**src/sv/assert_macros.svh**
```systemverilog
// ---------------------------------------------------------------------------
// assertion macros used by the frame checker sequencer
// ---------------------------------------------------------------------------
`ifndef ASSERT_MACROS_SVH
`define ASSERT_MACROS_SVH
`ifndef SYNTH
// property must hold at every clock edge outside reset
`define ASSERT_AT(lbl, clk, rstn, prop) \
	lbl: assert property (@(posedge clk) disable iff (!rstn) prop) \
		else $error("assertion failed");
// condition must never be seen outside reset
`define ASSERT_NEVER(lbl, clk, rstn, cond) \
	lbl: assert property (@(posedge clk) disable iff (!rstn) !(cond)) \
		else $error("forbidden condition seen");
`else
`define ASSERT_AT(lbl, clk, rstn, prop)
`define ASSERT_NEVER(lbl, clk, rstn, cond)
`endif
`endif

```
**src/sv/afc_pkg.sv**
```systemverilog
// ---------------------------------------------------------------------------
// afc_pkg
// types, constants and hash helpers for the authenticated frame checker
// ---------------------------------------------------------------------------
`default_nettype none
package afc_pkg;

	localparam int HEADER_BYTES = 12;
	localparam int TAG_BYTES    = 32;
	// header bytes plus the largest body length that can pass the limit check
	localparam int POS_W        = 25;
	localparam int CFG_IDX_W    = 3;
	localparam int CFG_W        = 64;

	// configuration register indexes
	localparam logic [CFG_IDX_W-1:0] REG_KEY0     = 3'd0;
	localparam logic [CFG_IDX_W-1:0] REG_KEY1     = 3'd1;
	localparam logic [CFG_IDX_W-1:0] REG_KEY2     = 3'd2;
	localparam logic [CFG_IDX_W-1:0] REG_KEY3     = 3'd3;
	localparam logic [CFG_IDX_W-1:0] REG_VERSION  = 3'd4;
	localparam logic [CFG_IDX_W-1:0] REG_TYPES    = 3'd5;
	localparam logic [CFG_IDX_W-1:0] REG_MAX_LEN  = 3'd6;

	// verdict codes
	localparam logic [2:0] VERD_OK      = 3'd0;
	localparam logic [2:0] VERD_LENGTH  = 3'd1;
	localparam logic [2:0] VERD_VERSION = 3'd2;
	localparam logic [2:0] VERD_TYPE    = 3'd3;
	localparam logic [2:0] VERD_REPLAY  = 3'd4;
	localparam logic [2:0] VERD_TAG     = 3'd5;

	localparam logic [7:0] IPAD_BYTE = 8'h36;
	localparam logic [7:0] OPAD_BYTE = 8'h5c;

	localparam logic [31:0] IV0 [8] = '{
		32'h6a09e667, 32'hbb67ae85, 32'h3c6ef372, 32'ha54ff53a,
		32'h510e527f, 32'h9b05688c, 32'h1f83d9ab, 32'h5be0cd19
	};

	localparam logic [31:0] ROUND_K [64] = '{
		32'h428a2f98, 32'h71374491, 32'hb5c0fbcf, 32'he9b5dba5,
		32'h3956c25b, 32'h59f111f1, 32'h923f82a4, 32'hab1c5ed5,
		32'hd807aa98, 32'h12835b01, 32'h243185be, 32'h550c7dc3,
		32'h72be5d74, 32'h80deb1fe, 32'h9bdc06a7, 32'hc19bf174,
		32'he49b69c1, 32'hefbe4786, 32'h0fc19dc6, 32'h240ca1cc,
		32'h2de92c6f, 32'h4a7484aa, 32'h5cb0a9dc, 32'h76f988da,
		32'h983e5152, 32'ha831c66d, 32'hb00327c8, 32'hbf597fc7,
		32'hc6e00bf3, 32'hd5a79147, 32'h06ca6351, 32'h14292967,
		32'h27b70a85, 32'h2e1b2138, 32'h4d2c6dfc, 32'h53380d13,
		32'h650a7354, 32'h766a0abb, 32'h81c2c92e, 32'h92722c85,
		32'ha2bfe8a1, 32'ha81a664b, 32'hc24b8b70, 32'hc76c51a3,
		32'hd192e819, 32'hd6990624, 32'hf40e3585, 32'h106aa070,
		32'h19a4c116, 32'h1e376c08, 32'h2748774c, 32'h34b0bcb5,
		32'h391c0cb3, 32'h4ed8aa4a, 32'h5b9cca4f, 32'h682e6ff3,
		32'h748f82ee, 32'h78a5636f, 32'h84c87814, 32'h8cc70208,
		32'h90befffa, 32'ha4506ceb, 32'hbef9a3f7, 32'hc67178f2
	};

	// controller states
	typedef enum logic [3:0] {
		S_IDLE, S_IPAD, S_FEED, S_BLK, S_ROUND, S_ADD, S_POST, S_PAD,
		S_OUTLD, S_OPAD, S_TAG, S_FIN, S_EMIT_B, S_EMIT_V, S_EMIT_H, S_HALT
	} state_t;

	// where the frame stands
	typedef enum logic [1:0] {
		PH_HDR, PH_BODY, PH_TAG
	} phase_t;

	// what the running compression is for
	typedef enum logic [2:0] {
		C_IPAD, C_FEED, C_PAD, C_OPAD, C_OUTER
	} ckind_t;

	typedef struct packed {
		logic take;
		logic ld_key;
		logic key_opad;
		logic ld_buf;
		logic round;
		logic hadd;
		logic feed;
		logic hdr_shift;
		logic pad_start;
		logic pad_step;
		logic pad_next_blk;
		logic ld_outer;
		logic tag;
		logic over;
		logic emit;
		logic emit_kind;
	} ctl_cmd_t;

	typedef struct packed {
		logic pos_zero;
		logic hdr_done;
		logic body_last;
		logic len_over;
		logic blen_zero;
		logic fill_last;
		logic rnd_last;
		logic pad_last_blk;
		logic tag_last;
		logic out_free;
	} dp_stat_t;

	function automatic logic [31:0] big_sigma0(input logic [31:0] x);
		return {x[1:0], x[31:2]} ^ {x[12:0], x[31:13]} ^ {x[21:0], x[31:22]};
	endfunction

	function automatic logic [31:0] big_sigma1(input logic [31:0] x);
		return {x[5:0], x[31:6]} ^ {x[10:0], x[31:11]} ^ {x[24:0], x[31:25]};
	endfunction

	function automatic logic [31:0] small_sigma0(input logic [31:0] x);
		return {x[6:0], x[31:7]} ^ {x[17:0], x[31:18]} ^ {3'b000, x[31:3]};
	endfunction

	function automatic logic [31:0] small_sigma1(input logic [31:0] x);
		return {x[16:0], x[31:17]} ^ {x[18:0], x[31:19]} ^ {10'd0, x[31:10]};
	endfunction

endpackage
`default_nettype wire

```
**src/sv/afc_dp.sv**
```systemverilog
// ---------------------------------------------------------------------------
// afc_dp
// datapath: config registers, block buffer, sha-256 round unit, header,
// tag compare, verdict and output register
// ---------------------------------------------------------------------------
`default_nettype none
module afc_dp (
	input  wire logic                               clk,
	input  wire logic                               arst_n,
	input  wire afc_pkg::ctl_cmd_t                  cmd,
	output afc_pkg::dp_stat_t                       stat,
	input  wire logic [7:0]                         in_byte,
	input  wire logic                               cfg_we,
	input  wire logic [afc_pkg::CFG_IDX_W-1:0]      cfg_index,
	input  wire logic [afc_pkg::CFG_W-1:0]          cfg_data,
	output logic                                    out_valid,
	input  wire logic                               out_ready,
	output logic                                    item_kind,
	output logic [7:0]                              body_byte,
	output logic [2:0]                              verdict,
	output logic [7:0]                              frame_type,
	output logic [31:0]                             frame_sequence,
	output logic [31:0]                             frame_body_length
);

	// configuration
	logic [63:0] key_q [4];
	logic [7:0]  exp_ver_q;
	logic [55:0] types_q;
	logic [23:0] max_len_q;

	// frame control
	logic [afc_pkg::POS_W-1:0] pos_q;
	logic [5:0]  fill_q;
	logic [5:0]  rnd_q;
	logic [4:0]  tcnt_q;
	logic [7:0]  diff_q;
	logic        pad_first_q;
	logic        lastblk_q;
	logic [2:0]  verdict_q;
	logic [31:0] last_seq_q;
	logic        seen_q;
	logic        out_valid_q;
	logic [95:0] header_q;

	// payload
	logic [7:0]   byte_q;
	logic [511:0] buf_q;
	logic [31:0]  w_q [16];
	logic [31:0]  v_q [8];
	logic [31:0]  h_q [8];

	logic [7:0]   pad_b;
	logic [511:0] key_blk;
	logic [511:0] outer_blk;
	logic [255:0] digest;
	logic [7:0]   tag_b;
	logic [7:0]   diff_d;
	logic [2:0]   verdict_d;
	logic [31:0]  blen;
	logic [31:0]  seq;
	logic [afc_pkg::POS_W-1:0] msglen;
	logic [63:0]  len_bits;
	logic [7:0]   len_b;
	logic [7:0]   pad_byte;
	logic         type_ok;
	logic [31:0]  t1, t2, w_new;

	assign blen   = header_q[31:0];
	assign seq    = header_q[63:32];
	assign msglen = afc_pkg::POS_W'(afc_pkg::HEADER_BYTES) + {1'b0, blen[23:0]};

	// hmac key blocks
	assign pad_b   = cmd.key_opad ? afc_pkg::OPAD_BYTE : afc_pkg::IPAD_BYTE;
	assign key_blk = {({key_q[0], key_q[1], key_q[2], key_q[3]} ^ {32{pad_b}}), {32{pad_b}}};

	assign digest    = {h_q[0], h_q[1], h_q[2], h_q[3], h_q[4], h_q[5], h_q[6], h_q[7]};
	assign outer_blk = {digest, 8'h80, 184'd0, 64'd768};

	// padding byte: marker, zeros, then the bit length in the last eight places
	assign len_bits = {35'd0, ({1'b0, pos_q} + 26'd64), 3'd0};
	assign len_b    = len_bits[{3'(3'd7 - fill_q[2:0]), 3'b000} +: 8];
	always_comb begin
		if (pad_first_q) begin
			pad_byte = 8'h80;
		end else if (lastblk_q && (fill_q[5:3] == 3'b111)) begin
			pad_byte = len_b;
		end else begin
			pad_byte = 8'h00;
		end
	end

	// round function
	always_comb begin
		t1 = v_q[7] + afc_pkg::big_sigma1(v_q[4]) + ((v_q[4] & v_q[5]) ^ (~v_q[4] & v_q[6]))
			+ afc_pkg::ROUND_K[rnd_q] + w_q[0];
		t2 = afc_pkg::big_sigma0(v_q[0])
			+ ((v_q[0] & v_q[1]) ^ (v_q[0] & v_q[2]) ^ (v_q[1] & v_q[2]));
		w_new = w_q[0] + afc_pkg::small_sigma0(w_q[1]) + w_q[9] + afc_pkg::small_sigma1(w_q[14]);
	end

	// tag byte compare and verdict
	assign tag_b  = digest[{~tcnt_q, 3'b000} +: 8];
	assign diff_d = diff_q | (byte_q ^ tag_b);

	always_comb begin
		type_ok = 1'b0;
		for (int k = 0; k < 7; k++) begin
			if (types_q[8*k +: 8] == header_q[87:80]) begin
				type_ok = 1'b1;
			end
		end
	end

	always_comb begin
		priority if (header_q[95:88] != exp_ver_q) begin
			verdict_d = afc_pkg::VERD_VERSION;
		end else if (!type_ok) begin
			verdict_d = afc_pkg::VERD_TYPE;
		end else if (seen_q && (seq <= last_seq_q)) begin
			verdict_d = afc_pkg::VERD_REPLAY;
		end else if (diff_d != 8'd0) begin
			verdict_d = afc_pkg::VERD_TAG;
		end else begin
			verdict_d = afc_pkg::VERD_OK;
		end
	end

	// status to the controller
	always_comb begin
		stat.pos_zero     = (pos_q == '0);
		stat.hdr_done     = (pos_q == afc_pkg::POS_W'(afc_pkg::HEADER_BYTES));
		stat.body_last    = (pos_q == msglen);
		stat.len_over     = (blen > {8'd0, max_len_q});
		stat.blen_zero    = (blen == 32'd0);
		stat.fill_last    = (fill_q == 6'd63);
		stat.rnd_last     = (rnd_q == 6'd63);
		stat.pad_last_blk = lastblk_q;
		stat.tag_last     = (tcnt_q == 5'(afc_pkg::TAG_BYTES - 1));
		stat.out_free     = !out_valid_q || out_ready;
	end

	// control registers and configuration
	always_ff @(posedge clk or negedge arst_n) begin
		if (!arst_n) begin
			for (int i = 0; i < 4; i++) begin
				key_q[i] <= '0;
			end
			exp_ver_q   <= 8'd1;
			types_q     <= '0;
			max_len_q   <= 24'd65536;
			pos_q       <= '0;
			fill_q      <= '0;
			rnd_q       <= '0;
			tcnt_q      <= '0;
			diff_q      <= '0;
			pad_first_q <= 1'b0;
			lastblk_q   <= 1'b0;
			verdict_q   <= afc_pkg::VERD_OK;
			last_seq_q  <= '0;
			seen_q      <= 1'b0;
			out_valid_q <= 1'b0;
			header_q    <= '0;
		end else begin
			if (cfg_we) begin
				case (cfg_index)
					afc_pkg::REG_KEY0, afc_pkg::REG_KEY1,
					afc_pkg::REG_KEY2, afc_pkg::REG_KEY3: begin
						key_q[cfg_index[1:0]] <= cfg_data;
					end
					afc_pkg::REG_VERSION: begin
						exp_ver_q <= cfg_data[7:0];
					end
					afc_pkg::REG_TYPES: begin
						types_q <= cfg_data[55:0];
					end
					afc_pkg::REG_MAX_LEN: begin
						max_len_q <= cfg_data[23:0];
					end
					default: begin
					end
				endcase
			end
			if (cmd.tag && stat.tag_last) begin
				pos_q <= '0;
			end else if (cmd.feed) begin
				pos_q <= pos_q + 1'b1;
			end
			if (cmd.ld_key && !cmd.key_opad) begin
				fill_q <= '0;
			end else if (cmd.feed || cmd.pad_step) begin
				fill_q <= fill_q + 1'b1;
			end
			if (cmd.ld_key || cmd.ld_buf) begin
				rnd_q <= '0;
			end else if (cmd.round) begin
				rnd_q <= rnd_q + 1'b1;
			end
			if (cmd.pad_start) begin
				pad_first_q <= 1'b1;
				lastblk_q   <= (fill_q < 6'd56);
			end else begin
				if (cmd.pad_step) begin
					pad_first_q <= 1'b0;
				end
				if (cmd.pad_next_blk) begin
					lastblk_q <= 1'b1;
				end
			end
			// tag bytes and the verdict at the last one
			if (cmd.tag) begin
				tcnt_q <= tcnt_q + 1'b1;
				diff_q <= stat.tag_last ? 8'd0 : diff_d;
				if (stat.tag_last) begin
					verdict_q <= verdict_d;
					if (verdict_d == afc_pkg::VERD_OK) begin
						last_seq_q <= seq;
						seen_q     <= 1'b1;
					end
				end
			end
			if (cmd.over) begin
				verdict_q <= afc_pkg::VERD_LENGTH;
			end
			if (cmd.feed && cmd.hdr_shift) begin
				header_q <= {header_q[87:0], byte_q};
			end
			if (cmd.emit) begin
				out_valid_q <= 1'b1;
			end else if (out_ready) begin
				out_valid_q <= 1'b0;
			end
		end
	end

	// payload registers: byte, buffer, schedule, working and chaining values, output fields
	always_ff @(posedge clk) begin
		if (cmd.take) begin
			byte_q <= in_byte;
		end
		if (cmd.feed) begin
			buf_q <= {buf_q[503:0], byte_q};
		end else if (cmd.pad_step) begin
			buf_q <= {buf_q[503:0], pad_byte};
		end else if (cmd.ld_outer) begin
			buf_q <= outer_blk;
		end
		if (cmd.ld_key) begin
			for (int i = 0; i < 16; i++) begin
				w_q[i] <= key_blk[511 - 32*i -: 32];
			end
			for (int i = 0; i < 8; i++) begin
				h_q[i] <= afc_pkg::IV0[i];
				v_q[i] <= afc_pkg::IV0[i];
			end
		end else if (cmd.ld_buf) begin
			for (int i = 0; i < 16; i++) begin
				w_q[i] <= buf_q[511 - 32*i -: 32];
			end
			for (int i = 0; i < 8; i++) begin
				v_q[i] <= h_q[i];
			end
		end else if (cmd.round) begin
			for (int i = 0; i < 15; i++) begin
				w_q[i] <= w_q[i+1];
			end
			w_q[15] <= w_new;
			v_q[0]  <= t1 + t2;
			v_q[1]  <= v_q[0];
			v_q[2]  <= v_q[1];
			v_q[3]  <= v_q[2];
			v_q[4]  <= v_q[3] + t1;
			v_q[5]  <= v_q[4];
			v_q[6]  <= v_q[5];
			v_q[7]  <= v_q[6];
		end else if (cmd.hadd) begin
			for (int i = 0; i < 8; i++) begin
				h_q[i] <= h_q[i] + v_q[i];
			end
		end
		if (cmd.emit) begin
			item_kind         <= cmd.emit_kind;
			body_byte         <= cmd.emit_kind ? 8'd0 : byte_q;
			verdict           <= cmd.emit_kind ? verdict_q : afc_pkg::VERD_OK;
			frame_type        <= header_q[87:80];
			frame_sequence    <= seq;
			frame_body_length <= blen;
		end
	end

	assign out_valid = out_valid_q;

endmodule
`default_nettype wire

```
**src/sv/afc_ctrl.sv**
```systemverilog
// ---------------------------------------------------------------------------
// afc_ctrl
// sequencer: walks each byte through feed, compression, padding,
// outer hash, tag compare and result hand-off
// ---------------------------------------------------------------------------
`default_nettype none
`include "assert_macros.svh"
module afc_ctrl (
	input  wire logic                clk,
	input  wire logic                arst_n,
	input  wire logic                in_valid,
	output logic                     in_ready,
	input  wire afc_pkg::dp_stat_t   stat,
	output afc_pkg::ctl_cmd_t        cmd
);

	afc_pkg::state_t state_q, state_d;
	afc_pkg::phase_t phase_q, phase_d;
	afc_pkg::ckind_t ckind_q, ckind_d;

	// next state
	always_comb begin
		state_d = state_q;
		phase_d = phase_q;
		ckind_d = ckind_q;
		unique case (state_q)
			afc_pkg::S_IDLE: begin
				if (in_valid) begin
					if (phase_q == afc_pkg::PH_TAG) begin
						state_d = afc_pkg::S_TAG;
					end else if (stat.pos_zero) begin
						state_d = afc_pkg::S_IPAD;
					end else begin
						state_d = afc_pkg::S_FEED;
					end
				end
			end
			afc_pkg::S_IPAD: begin
				ckind_d = afc_pkg::C_IPAD;
				state_d = afc_pkg::S_ROUND;
			end
			afc_pkg::S_FEED: begin
				if (stat.fill_last) begin
					ckind_d = afc_pkg::C_FEED;
					state_d = afc_pkg::S_BLK;
				end else begin
					state_d = afc_pkg::S_POST;
				end
			end
			afc_pkg::S_BLK: begin
				state_d = afc_pkg::S_ROUND;
			end
			afc_pkg::S_ROUND: begin
				if (stat.rnd_last) begin
					state_d = afc_pkg::S_ADD;
				end
			end
			afc_pkg::S_ADD: begin
				unique case (ckind_q)
					afc_pkg::C_IPAD:  state_d = afc_pkg::S_FEED;
					afc_pkg::C_FEED:  state_d = afc_pkg::S_POST;
					afc_pkg::C_PAD:   state_d = stat.pad_last_blk ? afc_pkg::S_OUTLD
						: afc_pkg::S_PAD;
					afc_pkg::C_OPAD: begin
						ckind_d = afc_pkg::C_OUTER;
						state_d = afc_pkg::S_BLK;
					end
					afc_pkg::C_OUTER: state_d = afc_pkg::S_FIN;
					default:          state_d = afc_pkg::S_IDLE;
				endcase
			end
			afc_pkg::S_POST: begin
				if (phase_q == afc_pkg::PH_HDR) begin
					if (!stat.hdr_done) begin
						state_d = afc_pkg::S_IDLE;
					end else if (stat.len_over) begin
						state_d = afc_pkg::S_EMIT_H;
					end else if (stat.blen_zero) begin
						state_d = afc_pkg::S_PAD;
					end else begin
						phase_d = afc_pkg::PH_BODY;
						state_d = afc_pkg::S_IDLE;
					end
				end else if (stat.body_last) begin
					state_d = afc_pkg::S_PAD;
				end else begin
					state_d = afc_pkg::S_EMIT_B;
				end
			end
			afc_pkg::S_PAD: begin
				if (stat.fill_last) begin
					ckind_d = afc_pkg::C_PAD;
					state_d = afc_pkg::S_BLK;
				end
			end
			afc_pkg::S_OUTLD: begin
				state_d = afc_pkg::S_OPAD;
			end
			afc_pkg::S_OPAD: begin
				ckind_d = afc_pkg::C_OPAD;
				state_d = afc_pkg::S_ROUND;
			end
			afc_pkg::S_FIN: begin
				phase_d = afc_pkg::PH_TAG;
				state_d = (phase_q == afc_pkg::PH_BODY) ? afc_pkg::S_EMIT_B
					: afc_pkg::S_IDLE;
			end
			afc_pkg::S_TAG: begin
				if (stat.tag_last) begin
					phase_d = afc_pkg::PH_HDR;
					state_d = afc_pkg::S_EMIT_V;
				end else begin
					state_d = afc_pkg::S_IDLE;
				end
			end
			afc_pkg::S_EMIT_B, afc_pkg::S_EMIT_V: begin
				if (stat.out_free) begin
					state_d = afc_pkg::S_IDLE;
				end
			end
			afc_pkg::S_EMIT_H: begin
				if (stat.out_free) begin
					state_d = afc_pkg::S_HALT;
				end
			end
			afc_pkg::S_HALT: begin
				state_d = afc_pkg::S_HALT;
			end
			default: begin
				state_d = afc_pkg::S_IDLE;
			end
		endcase
	end

	// commands to the datapath
	always_comb begin
		cmd      = '0;
		in_ready = 1'b0;
		unique case (state_q)
			afc_pkg::S_IDLE: begin
				in_ready = 1'b1;
				cmd.take = in_valid;
			end
			afc_pkg::S_IPAD: begin
				cmd.ld_key = 1'b1;
			end
			afc_pkg::S_OPAD: begin
				cmd.ld_key   = 1'b1;
				cmd.key_opad = 1'b1;
			end
			afc_pkg::S_FEED: begin
				cmd.feed      = 1'b1;
				cmd.hdr_shift = (phase_q == afc_pkg::PH_HDR);
			end
			afc_pkg::S_BLK: begin
				cmd.ld_buf = 1'b1;
			end
			afc_pkg::S_ROUND: begin
				cmd.round = 1'b1;
			end
			afc_pkg::S_ADD: begin
				cmd.hadd         = 1'b1;
				cmd.pad_next_blk = (ckind_q == afc_pkg::C_PAD) && !stat.pad_last_blk;
			end
			afc_pkg::S_POST: begin
				if (phase_q == afc_pkg::PH_HDR) begin
					cmd.over      = stat.hdr_done && stat.len_over;
					cmd.pad_start = stat.hdr_done && !stat.len_over && stat.blen_zero;
				end else begin
					cmd.pad_start = stat.body_last;
				end
			end
			afc_pkg::S_PAD: begin
				cmd.pad_step = 1'b1;
			end
			afc_pkg::S_OUTLD: begin
				cmd.ld_outer = 1'b1;
			end
			afc_pkg::S_TAG: begin
				cmd.tag = 1'b1;
			end
			afc_pkg::S_EMIT_B: begin
				cmd.emit = stat.out_free;
			end
			afc_pkg::S_EMIT_V, afc_pkg::S_EMIT_H: begin
				cmd.emit      = stat.out_free;
				cmd.emit_kind = 1'b1;
			end
			// halted stream: every later transfer is taken and dropped
			afc_pkg::S_HALT: begin
				in_ready = 1'b1;
			end
			default: begin
			end
		endcase
	end

	// state registers
	always_ff @(posedge clk or negedge arst_n) begin
		if (!arst_n) begin
			state_q <= afc_pkg::S_IDLE;
			phase_q <= afc_pkg::PH_HDR;
			ckind_q <= afc_pkg::C_IPAD;
		end else begin
			state_q <= state_d;
			phase_q <= phase_d;
			ckind_q <= ckind_d;
		end
	end

	`ASSERT_AT(a_one_byte_at_a_time, clk, arst_n, (in_valid && in_ready && (state_q == afc_pkg::S_IDLE)) |=> !in_ready)
	`ASSERT_AT(a_halt_sticky, clk, arst_n, (state_q == afc_pkg::S_HALT) |=> (state_q == afc_pkg::S_HALT))
	`ASSERT_AT(a_emit_slot_free, clk, arst_n, cmd.emit |-> stat.out_free)
	`ASSERT_AT(a_rounds_then_add, clk, arst_n, (cmd.round && stat.rnd_last) |=> cmd.hadd)
	`ASSERT_NEVER(a_no_pad_in_tag, clk, arst_n, cmd.pad_step && (phase_q == afc_pkg::PH_TAG))

endmodule
`default_nettype wire

```
**src/sv/authenticated_frame_checker_core.sv**
```systemverilog
// Header bytes go through feed, tag bytes through tag compare; the last tag byte also hands
// off the verdict and body bytes the result; the first byte of a frame adds the keyed inner
// block compression and a byte that completes a 64-byte block adds another compression.
// Frame end adds padding and three or four compressions.
// The byte-serial sequencer and round unit take no new byte until done with the last one.
// Reset is asynchronous and clears control and configuration at once; no clearing pass.
// ---------------------------------------------------------------------------
// authenticated_frame_checker_core
// checks hmac-sha256 tagged frames on a byte stream and passes body bytes on
// ---------------------------------------------------------------------------
`default_nettype none
module authenticated_frame_checker_core (
	input  wire logic                           clk,
	input  wire logic                           arst_n,
	input  wire logic                           in_valid,
	output logic                                in_ready,
	input  wire logic [7:0]                     in_byte,
	output logic                                out_valid,
	input  wire logic                           out_ready,
	output logic                                item_kind,
	output logic [7:0]                          body_byte,
	output logic [2:0]                          verdict,
	output logic [7:0]                          frame_type,
	output logic [31:0]                         frame_sequence,
	output logic [31:0]                         frame_body_length,
	input  wire logic                           cfg_we,
	input  wire logic [afc_pkg::CFG_IDX_W-1:0]  cfg_index,
	input  wire logic [afc_pkg::CFG_W-1:0]      cfg_data
);

	afc_pkg::ctl_cmd_t cmd;
	afc_pkg::dp_stat_t stat;

	// sequencer
	afc_ctrl u_ctrl (
		.clk      (clk),
		.arst_n   (arst_n),
		.in_valid (in_valid),
		.in_ready (in_ready),
		.stat     (stat),
		.cmd      (cmd)
	);

	// hash and check datapath
	afc_dp u_dp (
		.clk               (clk),
		.arst_n            (arst_n),
		.cmd               (cmd),
		.stat              (stat),
		.in_byte           (in_byte),
		.cfg_we            (cfg_we),
		.cfg_index         (cfg_index),
		.cfg_data          (cfg_data),
		.out_valid         (out_valid),
		.out_ready         (out_ready),
		.item_kind         (item_kind),
		.body_byte         (body_byte),
		.verdict           (verdict),
		.frame_type        (frame_type),
		.frame_sequence    (frame_sequence),
		.frame_body_length (frame_body_length)
	);

endmodule
`default_nettype wire
```
**config.mk**
```make
export PLATFORM = sky130hd
export DESIGN_NAME = authenticated_frame_checker_core
export DESIGN_NICKNAME = d
export VERILOG_FILES = /design/src/sv/afc_pkg.sv /design/src/sv/afc_dp.sv /design/src/sv/afc_ctrl.sv /design/src/sv/authenticated_frame_checker_core.sv
export VERILOG_INCLUDE_DIRS = /design/src /design/src/sv
export SDC_FILE = /design/constraint.sdc
export NUM_CORES = 2
export LEC_CHECK = 0
export BUFFER_PORTS_ARGS = -buffer_cell sky130_fd_sc_hd__buf_2
export CORE_AREA = 3 3 528 530
export CTS_BUF_LIST = sky130_fd_sc_hd__clkbuf_4
export DETAILED_ROUTE_END_ITERATION = 6
export DIE_AREA = 0 0 531 533
export GPL_TIMING_DRIVEN = 0
export PLACE_DENSITY_LB_ADDON = 0.15
export SETUP_SLACK_MARGIN = 0.3
export SLEW_MARGIN = 10
export SYNTH_ARGS = -nofsm -noshare
export SYNTH_HDL_FRONTEND = slang
export SYNTH_SLANG_ARGS = --single-unit
```
**constraint.sdc**
```tcl
create_clock -name clk -period 41.9 [get_ports clk]
set_input_delay 2.095 -clock clk [delete_from_list [all_inputs] [get_ports clk]]
set_output_delay 2.095 -clock clk [all_outputs]
set_load 0.05 [all_outputs]
```
==> summary.txt <==
Worst setup path
  • CP Capture Type: flip-flop
  • Crit path kind: flip-flop to flip-flop
  • Crit path launch type: flip-flop
  • Most used cell along the critical path: a21o_1
  • Crit path DAT: 14510 ps
  • Req. time, crit path: 43180 ps
  • Slowest Stage Delay on Critical Path: 950 ps
  • Crit Path Max Fanout: 13
  • CP max stage cell: a31oi_1

Placement
  • RePlAce Congestion: 1.06
  • DP Worst Slack: 29190 ps
  • Post-DP HPWL: between 400000 and 500000 um
  • Inst Count DP: around 14000
  • Port Buffers: 163

Timing
  • Crit path time final: between 10000 and 15000 ps
  • Fmax achieved: 0.0756 GHz
  • Final setup vio count: 0
  • Unrepaired setup endpoints after global routing: false
  • Final worst-path cycle share: approximately a third
  • Worst Setup Slack, final: 28670 ps
  • Clock skew: 145 ps
  • Slew headroom: 2.52%
  • Worst Max-Slew Pin Slew: 1450 ps
  • Max-slew violations: 0
  • Final Hold Fails: 0
  • Worst hold slack: 446 ps

Status
  • Outcome: finished clean

Synth
  • Top_reg_cell synth: edfxtp_1
  • Synth Area per Inst: 11.6 um2
  • Mapped cell area: 0.121 mm2
  • Post-synthesis cell count: 10400
  • Ys async rst share: 24.8%
  • Synth area leaders: edfxtp_1 41%, dfrtp_1 11%, mux2_2 6.6%
  • Yosys warns: 0
  • Synth area leader: edfxtp_1
  • Number of synthesized flops with an enable pin: between 1500 and 2000
  • Synth cell types: 82
  • Seq cells post-synth: 2166
  • Share of the synthesized area in the top cell type: between 40% and 50%
  • Syn nets: ~11000
  • Seq/Total Area, Yosys: 51.7%

Clock network
  • Clock Tree Buf Depth: 4
  • Clk root buf: clkbuf_4
  • Num CTS Buffers: a little over 600
  • Post-CTS sizing: 0
  • Clock Sinks: around 2200
  • Clock transition at path regs: 70 ps
  • Skew-Pair Late Insertion Delay: approximately 1600 ps
  • Total setup buffers inserted after CTS: 0
  • CTS tree: done
  • Hold buffers post-CTS: 0
  • CTS H-tree depth: 6

Route
  • DRT antenna net count: 0
  • Initial drt markers: 15700
  • Drt wl/cell: 38.9 um
  • DRC: 0
  • Via/cell ratio: 6.44
  • Drt total wl: 600000 um
  • Via count: 99300
  • Drt first pass iters: 6

Final layout
  • Nets: 12000
  • Fraction of layout cells with a size suffix above 1: between 10% and 20%
  • Area grow syn2layout: 12.8%
  • Non-filler instance count after layout: 15400
  • Final Util: 49.7%

Run
  • MaxCap Viol Count: 0

Die
  • # rows: 192
  • Initial core utilization: 44.1%
  • Core Region: 0.274 mm2
  • DIE AREA: 0.283 mm2
  • I/O pin cnt: ~170
  • Die Y: 533 um
  • Die W: 531 um

Global routing
  • Grt total ovfl: 0
  • Initial antenna violation count: 130
  • GRT Total Usage: ~41%
  • Vias in the first global route: between 90000 and 100k
  • Largest net degree at the start of global routing: approximately 110
  • First-pass GRT wire length: between 700000 and 800000 um

Worst hold path
  • Worst hold path type: flip-flop to flip-flop
==> cell families after synthesis <==
logic type      Yosys count  share of synthesized area [%]
compound gates         2421                           12.8
xor+xnor                811                           5.89
mux                     857                           8.91
buf+inv                 970                           3.07
simple gates           2489                           9.47
flops                  2166                           51.7
fa+ha+maj               675                           8.17
==> state kept, by name, summed over array words and instances (netlist names), 56 cells and up <==
| signal | cells |
|---|---|
| u_dp.w_q | 512 |
| u_dp.h_q | 256 |
| u_dp.key_q | 256 |
| u_dp.header_q | 96 |
| u_dp.types_q | 56 |
| u_dp.buf_q | 512 |
| u_dp.v_q | 256 |
==> synthesized netlist by cell type (33+ instances only) <==
library cell	instances
edfxtp_1	1628
nand2_1	882
mux2_2	707
nor2_1	701
a21oi_1	697
o21ai_0	600
dfrtp_1	536
clkbuf_1	535
xnor2_1	489
ha_1	457
inv_1	357
xor2_1	322
and2_1	270
a21o_1	206
fa_1	195
a22o_1	156
o22a_1	138
nand3_1	112
a31oi_1	110
nor3_1	109
mux4_2	91
nor2b_1	78
nand2b_1	75
buf_1	62
o21a_1	60
nand4_1	55
a211oi_1	53
o21bai_1	50
or3_1	50
and3_1	49
o22ai_1	42
a221o_1	40
a221oi_1	40
nor4_1	36
o31ai_1	33
==> placed cells by master (no fill, tap or decap), drive strengths merged, types with 40 or more instances in the layout <==
| cell | netlist | layout |
|---|---|---|
| a211oi | 53 | 53 |
| a21o | 206 | 206 |
| a21oi | 697 | 697 |
| a221o | 40 | 40 |
| a221oi | 40 | 40 |
| a22o | 156 | 156 |
| a31oi | 110 | 110 |
| and2 | 270 | 270 |
| and3 | 49 | 49 |
| buf | 75 | 324 |
| clkbuf | 535 | 1449 |
| clkinv | 3 | 162 |
| dfrtp | 536 | 536 |
| diode | 0 | 70 |
| edfxtp | 1628 | 1628 |
| fa | 195 | 195 |
| ha | 457 | 457 |
| inv | 357 | 382 |
| mux2 | 739 | 739 |
| mux4 | 91 | 91 |
| nand2 | 882 | 882 |
| nand2b | 75 | 75 |
| nand3 | 112 | 112 |
| nand4 | 55 | 55 |
| nor2 | 701 | 701 |
| nor2b | 78 | 78 |
| nor3 | 109 | 109 |
| o21a | 60 | 60 |
| o21ai | 600 | 600 |
| o21bai | 50 | 50 |
| o22a | 138 | 138 |
| o22ai | 42 | 42 |
| or3 | 50 | 50 |
| xnor2 | 489 | 489 |
| xor2 | 322 | 322 |
==> per-layer routing <==
layer | share of wire [%] | up-vias | track usage (%)
met1 | 40 | 50400 | 57.9
met5 | 0.13 | - | 0.489
met4 | 5.3 | 65 | 19.3
li1 | - | 40100 | -
met2 | 39 | 7506 | 54.6
met3 | 15 | 1227 | 17.7
==> cell type report <==
| type | count | area, um2 |
|---|---|---|
| Sequential cell | 2166 | 62400 |
| Buffer | 610 | 2410 |
| Fill cell | 24900 | 138000 |
| Clock inverter | 204 | 1280 |
| Clock buffer | 912 | 6850 |
| Tap cell | 3589 | 4490 |
| Inverter | 360 | 1370 |
| Timing Repair Buffer | 251 | 2500 |
| Antenna cell | 70 | 175 |
| Multi-Input combinational cell | 7253 | 54700 |
==> worst paths after layout <==
check                                             endpoint  slack (ps)  cells after the start                     startpoint
max                              u_dp.v_q[4][30]$_DFFE_PP_       28670                     34      u_dp.rnd_q[1]$_DFFE_PN0P_
max reg2reg                      u_dp.v_q[4][30]$_DFFE_PP_       28670                     34      u_dp.rnd_q[1]$_DFFE_PN0P_
max in group asynchronous      u_dp.key_q[165]$_DFFE_PN0P_       39560                      4                         arst_n
min                           u_dp.frame_type[2]$_DFFE_PP_         450                      0  u_dp.header_q[82]$_DFFE_PN0P_
min reg2reg                   u_dp.frame_type[2]$_DFFE_PP_         450                      0  u_dp.header_q[82]$_DFFE_PN0P_
min in group asynchronous  u_dp.last_seq_q[16]$_DFFE_PN0P_         540                      1                         arst_n
==> worst max-delay path, delay by kind of cell, from the launching register on <==
kind,cells,cell delay [ps]
AO/OA/AOI/OAI,17,5600
adder cells (fa/ha/maj),6,2800
buffers and inverters,5,1760
AND/OR/NAND/NOR,4,1440
flip-flops,1,670
XOR/XNOR,1,410
multiplexers,1,260
==> metrics by stage <==
step | TNS, ps | cell area [um2]
after detailed placement | 0 | 128000
after global routing | 0 | 136000
after CTS | 0 | 136000
after global placement | -9852100 | 126000
after floorplan | 0 | 121000
final | 0 | 136000
Power is not shown: default switching activity piles up to over one toggle a cycle in this logic, so the estimate is an artifact.
